## config.mk

```make
export PLATFORM = sky130hd
export DESIGN_NAME = bfa_ctrl
export DESIGN_NICKNAME = d
export VERILOG_FILES = /design/src/hdl/bfa_pkg.sv /design/src/hdl/bfa_ctrl.sv
export SDC_FILE = /design/constraint.sdc
export NUM_CORES = 1
export LEC_CHECK = 0
export BUFFER_PORTS_ARGS = -buffer_cell sky130_fd_sc_hd__buf_4
export CAP_MARGIN = 10
export CORE_AREA = 10 10 47 49
export DETAILED_ROUTE_END_ITERATION = 12
export DIE_AREA = 0 0 57 59
export GPL_TIMING_DRIVEN = 0
export PLACE_DENSITY = 0.6
export SETUP_SLACK_MARGIN = 0.2
export SYNTH_ARGS = -nofsm -noshare
export SYNTH_HDL_FRONTEND = slang
export SYNTH_SLANG_ARGS = --single-unit
```

## constraint.sdc

```tcl
create_clock -name clk -period 3.2 [get_ports clk]
set_input_delay 0 -clock clk [delete_from_list [all_inputs] [get_ports clk]]
set_output_delay 0 -clock clk [all_outputs]
set_load 0.01 [all_outputs]
```

## src/hdl/bfa_pkg.sv

```systemverilog
// Shared constants and ctrl/datapath interface types for the best-fit unit allocator.
// No dependencies.
package bfa_pkg;

    localparam int UNIT_BITS   = 10;
    localparam int UNITS       = 1 << UNIT_BITS;
    localparam int CNT_BITS    = UNIT_BITS + 1;
    localparam int OWNER_BITS  = 8;
    localparam int ID_BITS     = 8;
    localparam int START_BITS  = 10;
    localparam int LEN_BITS    = 11;
    localparam int STATUS_BITS = 2;

    localparam logic [STATUS_BITS-1:0] ST_DONE  = 2'd0;
    localparam logic [STATUS_BITS-1:0] ST_NOFIT = 2'd1;
    localparam logic [STATUS_BITS-1:0] ST_BAD   = 2'd2;

    // commands from controller to datapath
    typedef struct packed {
        logic                   load;
        logic                   clr;
        logic                   scan;
        logic                   fit;
        logic                   fill;
        logic                   free;
        logic                   post;
        logic [STATUS_BITS-1:0] code;
    } bfa_cmd_t;

    // status from datapath to controller
    typedef struct packed {
        logic clr_last;
        logic bad;
        logic mode_free;
        logic free_none;
        logic scan_done;
        logic found;
        logic fill_last;
        logic free_done;
        logic out_free;
    } bfa_sts_t;

endpackage

```

## src/hdl/bfa_ctrl.sv

```systemverilog
// Controller state machine: sequences clearing, scan, fill, free and result posting.
// Depends on bfa_pkg.
module bfa_ctrl (
    input  logic               clk,
    input  logic               rst_n,
    input  logic               in_valid,
    output logic               in_ready,
    input  bfa_pkg::bfa_sts_t  sts,
    output bfa_pkg::bfa_cmd_t  cmd
);
    import bfa_pkg::*;

    localparam logic [2:0] S_CLEAR = 3'd0;
    localparam logic [2:0] S_IDLE  = 3'd1;
    localparam logic [2:0] S_CHECK = 3'd2;
    localparam logic [2:0] S_SCAN  = 3'd3;
    localparam logic [2:0] S_FIT   = 3'd4;
    localparam logic [2:0] S_FILL  = 3'd5;
    localparam logic [2:0] S_FREE  = 3'd6;
    localparam logic [2:0] S_POST  = 3'd7;

    logic [2:0]             state_reg, state_next;
    logic [STATUS_BITS-1:0] code_reg, code_next;

    always_comb
    begin
        state_next = state_reg;
        code_next  = code_reg;
        cmd        = '0;
        cmd.code   = code_reg;
        in_ready   = 1'b0;
        unique case (state_reg)
            S_CLEAR:
            begin
                cmd.clr = 1'b1;
                if (sts.clr_last)
                begin
                    state_next = S_IDLE;
                end
            end
            S_IDLE:
            begin
                in_ready = 1'b1;
                if (in_valid)
                begin
                    cmd.load   = 1'b1;
                    state_next = S_CHECK;
                end
            end
            S_CHECK:
            begin
                priority if (sts.bad)
                begin
                    code_next  = ST_BAD;
                    state_next = S_POST;
                end
                else if (sts.mode_free && sts.free_none)
                begin
                    code_next  = ST_DONE;
                    state_next = S_POST;
                end
                else if (sts.mode_free)
                begin
                    state_next = S_FREE;
                end
                else
                begin
                    state_next = S_SCAN;
                end
            end
            S_SCAN:
            begin
                cmd.scan = 1'b1;
                if (sts.scan_done)
                begin
                    state_next = S_FIT;
                end
            end
            S_FIT:
            begin
                if (sts.found)
                begin
                    cmd.fit    = 1'b1;
                    state_next = S_FILL;
                end
                else
                begin
                    code_next  = ST_NOFIT;
                    state_next = S_POST;
                end
            end
            S_FILL:
            begin
                cmd.fill = 1'b1;
                if (sts.fill_last)
                begin
                    code_next  = ST_DONE;
                    state_next = S_POST;
                end
            end
            S_FREE:
            begin
                cmd.free = 1'b1;
                if (sts.free_done)
                begin
                    code_next  = ST_DONE;
                    state_next = S_POST;
                end
            end
            S_POST:
            begin
                // wait for the result register to drain
                if (sts.out_free)
                begin
                    cmd.post   = 1'b1;
                    state_next = S_IDLE;
                end
            end
            default:
            begin
                state_next = S_IDLE;
            end
        endcase
    end

    always_ff @(posedge clk or negedge rst_n)
    begin
        if (!rst_n)
        begin
            state_reg <= S_CLEAR;
            code_reg  <= ST_DONE;
        end
        else
        begin
            state_reg <= state_next;
            code_reg  <= code_next;
        end
    end

endmodule

```

==> insert_results.sql, run 1 <==
INSERT INTO impl_metrics (metric_group, metric, value, unit) VALUES
('power', 'report.power.total', '0.535', 'mW'),
('placed_design', 'place.detailed.hpwl', '1000', 'microns'),
('cells_and_area', 'most_common_library_cell_in_the_layout_ignoring_fill_and_taps', 'sky130_fd_sc_hd__buf_4', ''),
('sta', 'hold_slack', '103', 'ps'),
('synthesis', 'synth_top_cells_by_area', 'sky130_fd_sc_hd__dfrtp_1 29%, sky130_fd_sc_hd__a21oi_1 8.1%, sky130_fd_sc_hd__nor2_1 5.2%, sky130_fd_sc_hd__o22a_1 4.0%, sky130_fd_sc_hd__a32oi_2 3.7%', ''),
('power', 'net_switching_power_figure', '0.229', 'mW'),
('routing', 'drtPass1Iterations', '3', ''),
('floorplanning', 'design.die.area', '0.00336', 'sq mm'),
('sta', 'setup_viol', '0', ''),
('sta', 'timing.max_slew.rel_slack', '0.780', ''),
('critical_path', 'r2r_setup_slack', '1970', 'ps'),
('clock_tree', 'post_cts.repair.setup_buffers', '0', ''),
('critical_path', 'path_max_fanout', '10', ''),
('routing', 'routed_wl', '1210', 'microns'),
('floorplanning', 'die_width', '57', 'microns'),
('power', 'p_int', '0.306', 'mW'),
('routing', 'avgRoutedWirePerCell', '12.4', 'microns'),
('grt', 'grt_max_degree', '11', ''),
('clock_tree', 'cts-buffers-inserted', '3', ''),
('synthesis', 'yosysUniqueCellTypes', '28', ''),
('sta', 'timing.final.crit_share', '0.458', ''),
('cells_and_area', 'antenna_diode_count', '0', ''),
('sta', 'grt_setup_unrepaired', 'false', ''),
('floorplanning', 'fp.dieH', '59', 'microns'),
('floorplanning', 'io-pin-count', '22', ''),
('clock_tree', 'clk_pin_slew', '40', 'ps'),
('grt', 'grt_antenna_before_repair', '0', ''),
('critical_path', 'reg2reg_from', 'state_reg[0]', ''),
('synthesis', 'yosys_warnings', '0', ''),
('clock_tree', 'root_buffer', 'sky130_fd_sc_hd__clkbuf_4', ''),
('placed_design', 'placer_s_final_routability_congestion_estimate', '0.785', ''),
('sta', 'timing.final.max_slew_violations', '0', ''),
('critical_path', 'worstPathRequired', '3200', 'ps'),
('power', 'pwr-share-seq', '0.200', ''),
('critical_path', 'setup.worst_path.class', 'flop to output pin', ''),
('floorplanning', 'design.core.area', '0.00140', 'sq mm'),
('sta', 'finalCriticalPeriod', '1470', 'ps'),
('sta', 'fmax', '682', 'MHz'),
('clock_tree', 'num_clock_sinks', '5', ''),
('grt', 'globalRouteOverflowTotal', '0', ''),
('cells_and_area', 'area_growth_syn_to_layout', '49.3', '%'),
('routing', 'drt-vias-per-instance', '4.90', ''),
('floorplanning', 'initial_core_util', '0.310', ''),
('cells_and_area', 'number_of_flip_flops_in_the_largest_register', '3', ''),
('synthesis', 'synth.avg_cell_area', '7.89', 'sq um'),
('synthesis', 'synth_largest_area_cell', 'sky130_fd_sc_hd__dfrtp_1', ''),
('routing', 'detail-route-antenna-nets', '0', ''),
('run', 'max_cap_viol_count', '0', ''),
('placed_design', 'portBuffers', '21', ''),
('clock_tree', 'h-tree-depth', '1', ''),
('cells_and_area', 'post_route_cells_drive_above_1_share', '0.395', ''),
('critical_path', 'crit_arrival', '1470', 'ps'),
('grt', 'grt_first_pass_wirelength', '2010', 'microns'),
('sta', 'worst_slew_pin_slew', '329', 'ps'),
('power', 'p_clk_frac', '0.133', ''),
('synthesis', 'synth_area', '434', 'sq um'),
('power', 'power.share.switching', '0.429', ''),
('synthesis', 'syn-num-nets', '67', ''),
('outcome', 'status', 'completed', ''),
('critical_path', 'start_kind', 'flop', ''),
('critical_path', 'crit-reg2reg-capture', 'code_reg[1]', ''),
('synthesis', 'synth.ff_latch_count', '5', ''),
('grt', 'grt_pass1_vias', '473', ''),
('grt', 'grt_util_all_layers', '0.0728', ''),
('synthesis', 'synth_seq_area_share', '0.288', ''),
('synthesis', 'synth_top_area_share', '0.288', ''),
('sta', 'tns', '0', 'ps'),
('cells_and_area', 'fill_cells', '166', ''),
('critical_path', 'cp-end-kind', 'output pin', ''),
('critical_path', 'timing.reg2reg.worst_path_depth', '4', ''),
('sta', 'final.setup_skew', '1.85', 'ps');
## critical path, cell delays in order, from the launching register on
cell	delay, ps
sky130_fd_sc_hd__dfrtp_1	430
sky130_fd_sc_hd__buf_4	200
sky130_fd_sc_hd__nor3b_1	310
sky130_fd_sc_hd__and2_1	170
sky130_fd_sc_hd__buf_4	110
## Yosys cell counts, drive strengths merged
| master | n |
|---|---|
| nand2b | 2 |
| and2 | 2 |
| a2bb2oi | 1 |
| nand3 | 1 |
| buf | 5 |
| nand3b | 1 |
| nor3 | 2 |
| dfrtp | 5 |
| a211oi | 1 |
| a21o | 2 |
| a41oi | 1 |
| and2b | 1 |
| nand4 | 1 |
| a32oi | 1 |
| o22a | 2 |
| o22ai | 1 |
| inv | 3 |
| nor3b | 2 |
| mux2 | 1 |
| nor4 | 1 |
| nor2 | 6 |
| a31oi | 1 |
| or3 | 1 |
| nand2 | 3 |
| nor2b | 1 |
| a21oi | 7 |
## per-layer routing
layer | GRT usage | up-vias | wire (microns)
met5 | 0 | - | 0
met2 | 0.104 | 13 | 572
met1 | 0.0885 | 210 | 543
met4 | 0.0470 | 0 | 16
met3 | 0.0279 | 2 | 75
li1 | - | 250 | -
## power by group through the flow
stage	sequential (mW)	combinational (mW)	clock [mW]
after floorplan	0.110	0.239	0
after global placement	0.108	0.360	0
after detailed placement	0.107	0.360	0
after CTS	0.107	0.362	0.0749
after global routing	0.111	0.399	0.0801
final	0.107	0.357	0.0714
## logic make-up after synthesis
family                 synth area share
AND/OR/NAND/NOR                   0.297
buffers and inverters            0.0951
AO/OA/AOI/OAI                     0.294
flip-flops                        0.288
multiplexers                     0.0259
## worst max-delay path by stage
stage,end,cells after the start,startpoint,slack [ps]
2_1_floorplan,code_reg[1],4,state_reg[0],2060
3_3_place_gp,code_reg[1],4,state_reg[0],1980
3_5_place_dp,code_reg[1],4,state_reg[0],1980
4_1_cts,cmd[5],4,state_reg[0],1730
5_1_grt,cmd[5],4,state_reg[0],1640
6_report,cmd[5],4,state_reg[0],1730
## metrics by stage
| step | setup slack (ps) | area (sq um) | cells | utilization |
|---|---|---|---|---|
| global route | 1640 | 648 | 97 | 0.463 |
| CTS | 1730 | 648 | 97 | 0.463 |
| finish | 1730 | 648 | 97 | 0.463 |
| floorplan | 2060 | 434 | 55 | - |
| detailed placement | 1980 | 612 | 92 | 0.437 |
| global placement | 1980 | 612 | 92 | 0.437 |
## final cells by class
class | instances | area (sq um) | share of cell area
multi-input combinational | 42 | 268 | 0.413
buffer | 5 | 30.0 | 0.0463
inverter | 3 | 11.3 | 0.0174
sequential | 5 | 125 | 0.193
clock buffer | 4 | 26.3 | 0.0405
tap | 16 | 20.0 | 0.0309
timing repair buffer | 22 | 168 | 0.259
## what timing repair did
action	in CTS	in global routing
resized for setup	0	0
hold buffers	1	0
hold endpoints to repair	5	0
Note: power is estimated with default switching activity, not from simulation.
==> inputs of run 2 (changes only) <==
- ABC_AREA: default -> 1
- PLACE_DENSITY: 0.6 -> 0.67
- clock period: 3.2 -> 1.4 ns (I/O delays scaled with it)
==> run 2 against run 1 <==
Global-route usage up 1.5 points. Non-clock buffer count grew 9. Clock power rose by 140%.
==> insert_results.sql, run 2 <==
INSERT INTO impl_metrics (metric_group, metric, value, unit) VALUES
('synthesis', 'syn-num-nets', '93', ''),
('critical_path', 'crit_slowest_cell', 'sky130_fd_sc_hd__dfrtp_1', ''),
('clock_tree', 'cts_tree', 'yes', ''),
('worst_hold_path', 'hold_start', 'sts[3]', ''),
('clock_tree', 'root_buffer', 'sky130_fd_sc_hd__clkbuf_4', ''),
('grt', 'grt_pass1_vias', '581', ''),
('critical_path', 'cpLargestDelayFamily', 'simple AND/OR/NAND/NOR gates', ''),
('critical_path', 'path_cells', 'buf_6 -> buf_6 -> nand3_2 -> nor2_1 -> nor2_1 -> nand3_2 -> nand2_1 -> nand2_1', ''),
('critical_path', 'worstPathRequired', '1530', 'ps'),
('power', 'power_density_relative_to_cell_area', '2240', 'mW/mm^2'),
('sta', 'setup_viol', '0', ''),
('routing', 'drtPass1Iterations', '3', ''),
('synthesis', 'synth_mux_area_frac', '0', ''),
('cells_and_area', 'nets', '131', ''),
('floorplanning', 'design.die.area', '0.00336', 'sq mm'),
('floorplanning', 'die_width', '57', 'microns'),
('cells_and_area', 'area_growth_syn_to_layout', '69.9', '%'),
('worst_hold_path', 'holdCritPathClass', 'input pin to flop', ''),
('sta', 'tns', '0', 'ps'),
('synthesis', 'synth_top_family_by_area', 'simple AND/OR/NAND/NOR gates', ''),
('critical_path', 'critical_path_cell_count', '8', ''),
('synthesis', 'synth_enable_flop_cells', '0', ''),
('synthesis', 'synth_top_area_share', '0.239', ''),
('critical_path', 'worst_setup_startpoint', 'state_reg[0]', ''),
('critical_path', 'setup.worst_path.class', 'flop to flop', ''),
('grt', 'grt_util_all_layers', '0.0882', ''),
('clock_tree', 'cts.path.max_buffers', '2', ''),
('floorplanning', 'design.core.area', '0.00140', 'sq mm'),
('sta', 'timing.max_slew.rel_slack', '0.873', ''),
('sta', 'grt_setup_unrepaired', 'true', ''),
('power', 'report.power.total', '2.00', 'mW'),
('sta', 'report.final.hold_viol_count', '0', ''),
('critical_path', 'r2r_setup_slack', '180', 'ps'),
('synthesis', 'synth_top_cells_by_area', 'sky130_fd_sc_hd__dfrtp_1 24%, sky130_fd_sc_hd__nand2_1 14%, sky130_fd_sc_hd__inv_1 9.3%, sky130_fd_sc_hd__nand3_1 7.6%, sky130_fd_sc_hd__buf_6 6.4%', ''),
('critical_path', 'crit_arrival', '1350', 'ps'),
('clock_tree', 'insertion_delay_of_the_later_clocked_pin_in_the_worst_skew_pair', '240', 'ps'),
('clock_tree', 'cts-buffers-inserted', '3', ''),
('routing', 'number_of_drc_markers_in_iteration_0', '9', ''),
('cells_and_area', 'multiInputGateArea', '363', 'sq um'),
('routing', 'num_vias', '588', ''),
('synthesis', 'synth_largest_area_cell', 'sky130_fd_sc_hd__dfrtp_1', ''),
('synthesis', 'synth-xor-area-share', '0', ''),
('critical_path', 'timing.reg2reg.worst_path_depth', '8', ''),
('synthesis', 'synth.avg_cell_area', '6.47', 'sq um'),
('run', 'max_cap_viol_count', '0', ''),
('sta', 'finalCriticalPeriod', '1220', 'ps'),
('synthesis', 'number_of_standard_cells_after_synthesis', '81', ''),
('power', 'total_leakage_power', '0.505', 'nW'),
('placed_design', 'portBuffers', '21', ''),
('cells_and_area', 'number_of_flip_flops_in_the_largest_register', '3', ''),
('critical_path', 'wp_buf_inv', '2', ''),
('grt', 'grt_first_pass_wirelength', '2370', 'microns'),
('routing', 'detail-route-antenna-nets', '0', ''),
('critical_path', 'max_stage_delay', '370', 'ps'),
('worst_hold_path', 'timing.hold.worst_path_depth', '4', ''),
('cells_and_area', 'antenna_diode_count', '0', ''),
('critical_path', 'cp-end-kind', 'flop', ''),
('sta', 'fmax', '822', 'MHz'),
('routing', 'avgRoutedWirePerCell', '10.9', 'microns'),
('synthesis', 'synth_top_cells_by_count', '19 x sky130_fd_sc_hd__nand2_1, 13 x sky130_fd_sc_hd__inv_1, 8 x sky130_fd_sc_hd__nand3_1, 7 x sky130_fd_sc_hd__nor2_1, 5 x sky130_fd_sc_hd__dfrtp_1', ''),
('cells_and_area', 'fill_cells', '126', ''),
('cells_and_area', 'post_route_cells_drive_above_1_share', '0.568', ''),
('power', 'worst_ir_drop_vdd', '1.19', 'mV'),
('grt', 'grt_antenna_before_repair', '0', ''),
('synthesis', 'synth_flop_cell', 'sky130_fd_sc_hd__dfrtp_1', ''),
('floorplanning', 'initial_core_util', '0.374', ''),
('cells_and_area', 'most_common_library_cell_in_the_layout_ignoring_fill_and_taps', 'sky130_fd_sc_hd__buf_4', ''),
('routing', 'drt-vias-per-instance', '4.39', ''),
('sta', 'final.setup_skew', '1.08', 'ps'),
('synthesis', 'postSynth.asyncResetShare', '1.00', ''),
('synthesis', 'synth_area', '524', 'sq um'),
('synthesis', 'adder_and_majority_cell_fraction_of_the_synthesized_area', '0', ''),
('synthesis', 'synth_simple_gate_area_share', '0.547', ''),
('floorplanning', 'io-pin-count', '22', ''),
('floorplanning', 'num_rows', '14', ''),
('synthesis', 'synth.ff_latch_count', '5', ''),
('critical_path', 'reg2reg_from', 'state_reg[0]', ''),
('grt', 'grt_max_degree', '11', ''),
('synthesis', 'synth_compound_area_frac', '0.0286', ''),
('synthesis', 'yosys_warnings', '0', ''),
('routing', 'post-route-drc-count', '0', ''),
('critical_path', 'path_max_fanout', '6', ''),
('synthesis', 'yosys.cell_count.top_type', 'sky130_fd_sc_hd__nand2_1', ''),
('clock_tree', 'clk_pin_slew', '40', 'ps'),
('critical_path', 'start_kind', 'flop', ''),
('clock_tree', 'num_clock_sinks', '5', ''),
('sta', 'timing.final.max_slew_violations', '0', ''),
('cells_and_area', 'seq_area', '126', 'sq um'),
('clock_tree', 'h-tree-depth', '1', ''),
('sta', 'timing.final.crit_share', '0.869', ''),
('sta', 'worst_slew_pin_slew', '189', 'ps'),
('grt', 'globalRouteOverflowTotal', '0', ''),
('placed_design', 'placer_s_final_routability_congestion_estimate', '0.868', ''),
('outcome', 'status', 'completed', ''),
('placed_design', 'place.detailed.hpwl', '1100', 'microns'),
('synthesis', 'synth_seq_area_share', '0.239', ''),
('routing', 'routed_wl', '1460', 'microns'),
('synthesis', 'yosysUniqueCellTypes', '17', ''),
('floorplanning', 'fp.dieH', '59', 'microns'),
('cells_and_area', 'most-common-layout-cells', '30 x sky130_fd_sc_hd__buf_4, 14 x sky130_fd_sc_hd__nand2_1, 12 x sky130_fd_sc_hd__inv_1', '');
## run 2: layout make-up
class	count	area share
repair buffers	33	0.289
flip-flops and latches	5	0.142
plain buffers	3	0.0379
multi-input cells	56	0.407
clock buffers	4	0.0295
inverters	17	0.0716
well taps	16	0.0225
## run 2: worst reg2reg max path, cell delays in order, from the launching register on
cell                      delay, ps
sky130_fd_sc_hd__dfrtp_1        370
sky130_fd_sc_hd__buf_6          150
sky130_fd_sc_hd__buf_6          140
sky130_fd_sc_hd__nand3_2         70
sky130_fd_sc_hd__nor2_1          40
sky130_fd_sc_hd__nor2_1         140
sky130_fd_sc_hd__nand3_2         90
sky130_fd_sc_hd__nand2_1         70
sky130_fd_sc_hd__nand2_1         40
## run 2: final timing paths
check,to
worst max-delay path,code_reg[1]
worst min-delay path,code_reg[0]
worst max register to register,code_reg[1]
worst min register to register,code_reg[0]
max in group asynchronous,state_reg[2]
min in group asynchronous,state_reg[0]
## run 2: power breakdown
| group | leakage (nW) | total [mW] | switching (mW) | internal (mW) |
|---|---|---|---|---|
| Clock | 0.0150 | 0.169 | 0.0609 | 0.108 |
| Sequential | 0.0600 | 0.275 | 0.0555 | 0.219 |
| Combinational | 0.430 | 1.56 | 0.814 | 0.742 |
## run 2: logic make-up (layout without fill, tap and decap cells)
logic type / after synthesis / after routing
AO/OA/AOI/OAI: 3 / 3
buffers and inverters: 20 / 57
flip-flops: 5 / 5
AND/OR/NAND/NOR: 53 / 53
## run 2: through the flow
| stage | hold WS (ps) | util | worst slack, ps | area, sq um | cells |
|---|---|---|---|---|---|
| after floorplan | -296 | - | 239 | 524 | 81 |
| after global placement | -196 | 0.501 | 190 | 702 | 118 |
| after detailed placement | -195 | 0.501 | 182 | 702 | 118 |
| after CTS | 43.3 | 0.565 | 195 | 792 | 127 |
| after global routing | 74.5 | 0.636 | 74.2 | 891 | 134 |
| final | 45.9 | 0.636 | 183 | 891 | 134 |
## run 2: metal layers
layer | GRT usage | share of wire
met1 | 0.0843 | 0.43
met2 | 0.150 | 0.50
met3 | 0.0451 | 0.058
met4 | 0.0503 | 0.0082
met5 | 0 | 0
## run 2: repair_timing
action	in CTS	in global routing
endpoints found under the hold margin	5	0
gates cloned	0	0
pin swaps	4	12
setup endpoints to repair	8	10
setup buffers	4	7
hold buffers	1	0
gates resized for setup	6	15
==> inputs of run 3 (changes only) <==
- GPL_TIMING_DRIVEN: 0 -> default
==> run 3 against run 2 <==
Count of clock-buffer cells in the layout is the same. Die area is the same. First-iteration DRC count grew 22%. Clock skew shrank 0.91 ps. Total power shrank 17%. Register-to-register slack is essentially flat. Non-clock buffer count shrank 8. Sequential share of layout area grew 2.6 points. Maximum frequency grew 0.40%. Sequential power grew 40%.
==> insert_results.sql, run 3 (synthesized netlist as in run 2, its figures left out) <==
INSERT INTO impl_metrics (metric_group, metric, value, unit) VALUES
('power', 'power_density_relative_to_cell_area', '2150', 'mW/mm^2'),
('routing', 'post-route-drc-count', '0', ''),
('clock_tree', 'cts.path.max_buffers', '2', ''),
('clock_tree', 'num_clock_sinks', '5', ''),
('clock_tree', 'insertion_delay_of_the_later_clocked_pin_in_the_worst_skew_pair', '250', 'ps'),
('routing', 'top_layer_used', 'met4', ''),
('routing', 'detail-route-antenna-nets', '0', ''),
('grt', 'grt_util_all_layers', '0.0856', ''),
('placed_design', 'placer_s_final_routability_congestion_estimate', '0.857', ''),
('worst_hold_path', 'holdCritPathClass', 'input pin to flop', ''),
('routing', 'drt-vias-per-instance', '4.60', ''),
('sta', 'finalCriticalPeriod', '1210', 'ps'),
('clock_tree', 'h-tree-depth', '1', ''),
('sta', 'final.setup_skew', '0.163', 'ps'),
('cells_and_area', 'antenna_diode_count', '0', ''),
('sta', 'hold_slack', '37.9', 'ps'),
('floorplanning', 'num_rows', '14', ''),
('sta', 'tns', '0', 'ps'),
('cells_and_area', 'post-route-cell-area', '768', 'sq um'),
('sta', 'setup_viol', '0', ''),
('cells_and_area', 'post_route_cells_drive_above_1_share', '0.500', ''),
('critical_path', 'cp-end-kind', 'output pin', ''),
('floorplanning', 'io-pin-count', '22', ''),
('clock_tree', 'clk_pin_slew', '40', 'ps'),
('critical_path', 'crit_arrival', '1210', 'ps'),
('floorplanning', 'fp.dieH', '59', 'microns'),
('cells_and_area', 'number_of_flip_flops_in_the_largest_register', '3', ''),
('power', 'worst_ir_drop_vdd', '1.03', 'mV'),
('clock_tree', 'cts_tree', 'yes', ''),
('cells_and_area', 'nets', '123', ''),
('sta', 'report.final.hold_viol_count', '0', ''),
('cells_and_area', 'postLayoutCoreUtil', '0.548', ''),
('floorplanning', 'design.core.area', '0.00140', 'sq mm'),
('run', 'max_cap_viol_count', '0', ''),
('clock_tree', 'cts-buffers-inserted', '3', ''),
('floorplanning', 'design.die.area', '0.00336', 'sq mm'),
('routing', 'number_of_drc_markers_in_iteration_0', '11', ''),
('sta', 'setup_ws', '188', 'ps'),
('routing', 'drtPass1Iterations', '4', ''),
('routing', 'met3_length', '152', 'microns'),
('grt', 'grt_max_degree', '9', ''),
('routing', 'detailroute.wirelength.met2', '668', 'microns'),
('sta', 'grt_setup_unrepaired', 'true', ''),
('critical_path', 'start_kind', 'flop', ''),
('cells_and_area', 'most_common_library_cell_in_the_layout_ignoring_fill_and_taps', 'sky130_fd_sc_hd__buf_4', ''),
('routing', 'drt-met1-wl', '549', 'microns'),
('sta', 'timing.final.crit_share', '0.866', ''),
('sta', 'worst_slew_pin_slew', '221', 'ps'),
('placed_design', 'portBuffers', '21', ''),
('power', 'total_leakage_power', '0.455', 'nW'),
('critical_path', 'setup.worst_path.class', 'flop to output pin', ''),
('placed_design', 'detailedPlace.worstSlack', '53.5', 'ps'),
('grt', 'grt_pass1_vias', '560', ''),
('cells_and_area', 'most-common-layout-cells', '26 x sky130_fd_sc_hd__buf_4, 18 x sky130_fd_sc_hd__nand2_1, 13 x sky130_fd_sc_hd__inv_1', ''),
('clock_tree', 'root_buffer', 'sky130_fd_sc_hd__clkbuf_4', ''),
('cells_and_area', 'area_growth_syn_to_layout', '46.5', '%'),
('grt', 'globalRouteOverflowTotal', '0', ''),
('floorplanning', 'initial_core_util', '0.374', ''),
('grt', 'grt_first_pass_wirelength', '2370', 'microns'),
('placed_design', 'placed_area', '676', 'sq um'),
('sta', 'fmax', '825', 'MHz'),
('routing', 'avgRoutedWirePerCell', '11.0', 'microns'),
('routing', 'routed_wl', '1380', 'microns'),
('placed_design', 'place.detailed.hpwl', '1100', 'microns'),
('outcome', 'status', 'completed', ''),
('sta', 'timing.max_slew.rel_slack', '0.853', ''),
('critical_path', 'worstPathRequired', '1400', 'ps'),
('floorplanning', 'die_width', '57', 'microns'),
('critical_path', 'path_max_fanout', '8', ''),
('sta', 'timing.final.max_slew_violations', '0', ''),
('routing', 'num_vias', '579', ''),
('grt', 'grt_antenna_before_repair', '0', '');
==> run 3: repair_timing <==
item                                   in CTS  in global routing
setup endpoints to repair                  12                 10
endpoints found under the hold margin       5                  0
pin swaps                                   5                  2
gates resized for setup                     7                  2
hold buffers                                1                  0
setup buffers                               3                  2
==> run 3: metrics by stage <==
step | power (mW) | std cells
final | 1.65 | 126
after floorplan | 1.11 | 81
after CTS | 1.62 | 124
after global placement | 1.31 | 116
after global routing | 1.83 | 126
after detailed placement | 1.33 | 116
==> run 3: final timing paths <==
check	cells past startpoint	slack, ps	startpoint	end
setup / recovery	4	190	state_reg[2]	cmd[5]
hold / removal	4	40	sts[3]	code_reg[0]
setup reg to reg	7	190	state_reg[0]	state_reg[1]
hold reg to reg	2	480	code_reg[0]	code_reg[0]
max in group asynchronous	2	1200	rst_n	state_reg[1]
min in group asynchronous	2	90	rst_n	code_reg[0]
==> run 3: power breakdown <==
part | leakage, nW | switching [mW] | total [mW] | internal [mW]
clock | 0.0150 | 0.0649 | 0.173 | 0.108
combinational | 0.382 | 0.587 | 1.10 | 0.510
sequential | 0.0581 | 0.159 | 0.384 | 0.225
==> run 3: routing by layer <==
layer,up-vias,global-route usage
li1,301,-
met1,255,0.0880
met2,21,0.138
met3,2,0.0558
met4,0,0.0302
met5,-,0
==> run 3: cell type report <==
cell class / instances / area [sq um]
clock buffers: 4 / 26.3
fillers: 150 / 633
inverters: 17 / 63.8
multi-input cells: 56 / 319
flip-flops and latches: 5 / 129
well taps: 16 / 20.0
repair buffers: 28 / 210
==> run 3: critical path, stage by stage (launching register included) <==
cell                      delay [ps]
sky130_fd_sc_hd__dfrtp_2         470
sky130_fd_sc_hd__buf_2           210
sky130_fd_sc_hd__nand3_1         110
sky130_fd_sc_hd__inv_1            60
sky130_fd_sc_hd__buf_4           110
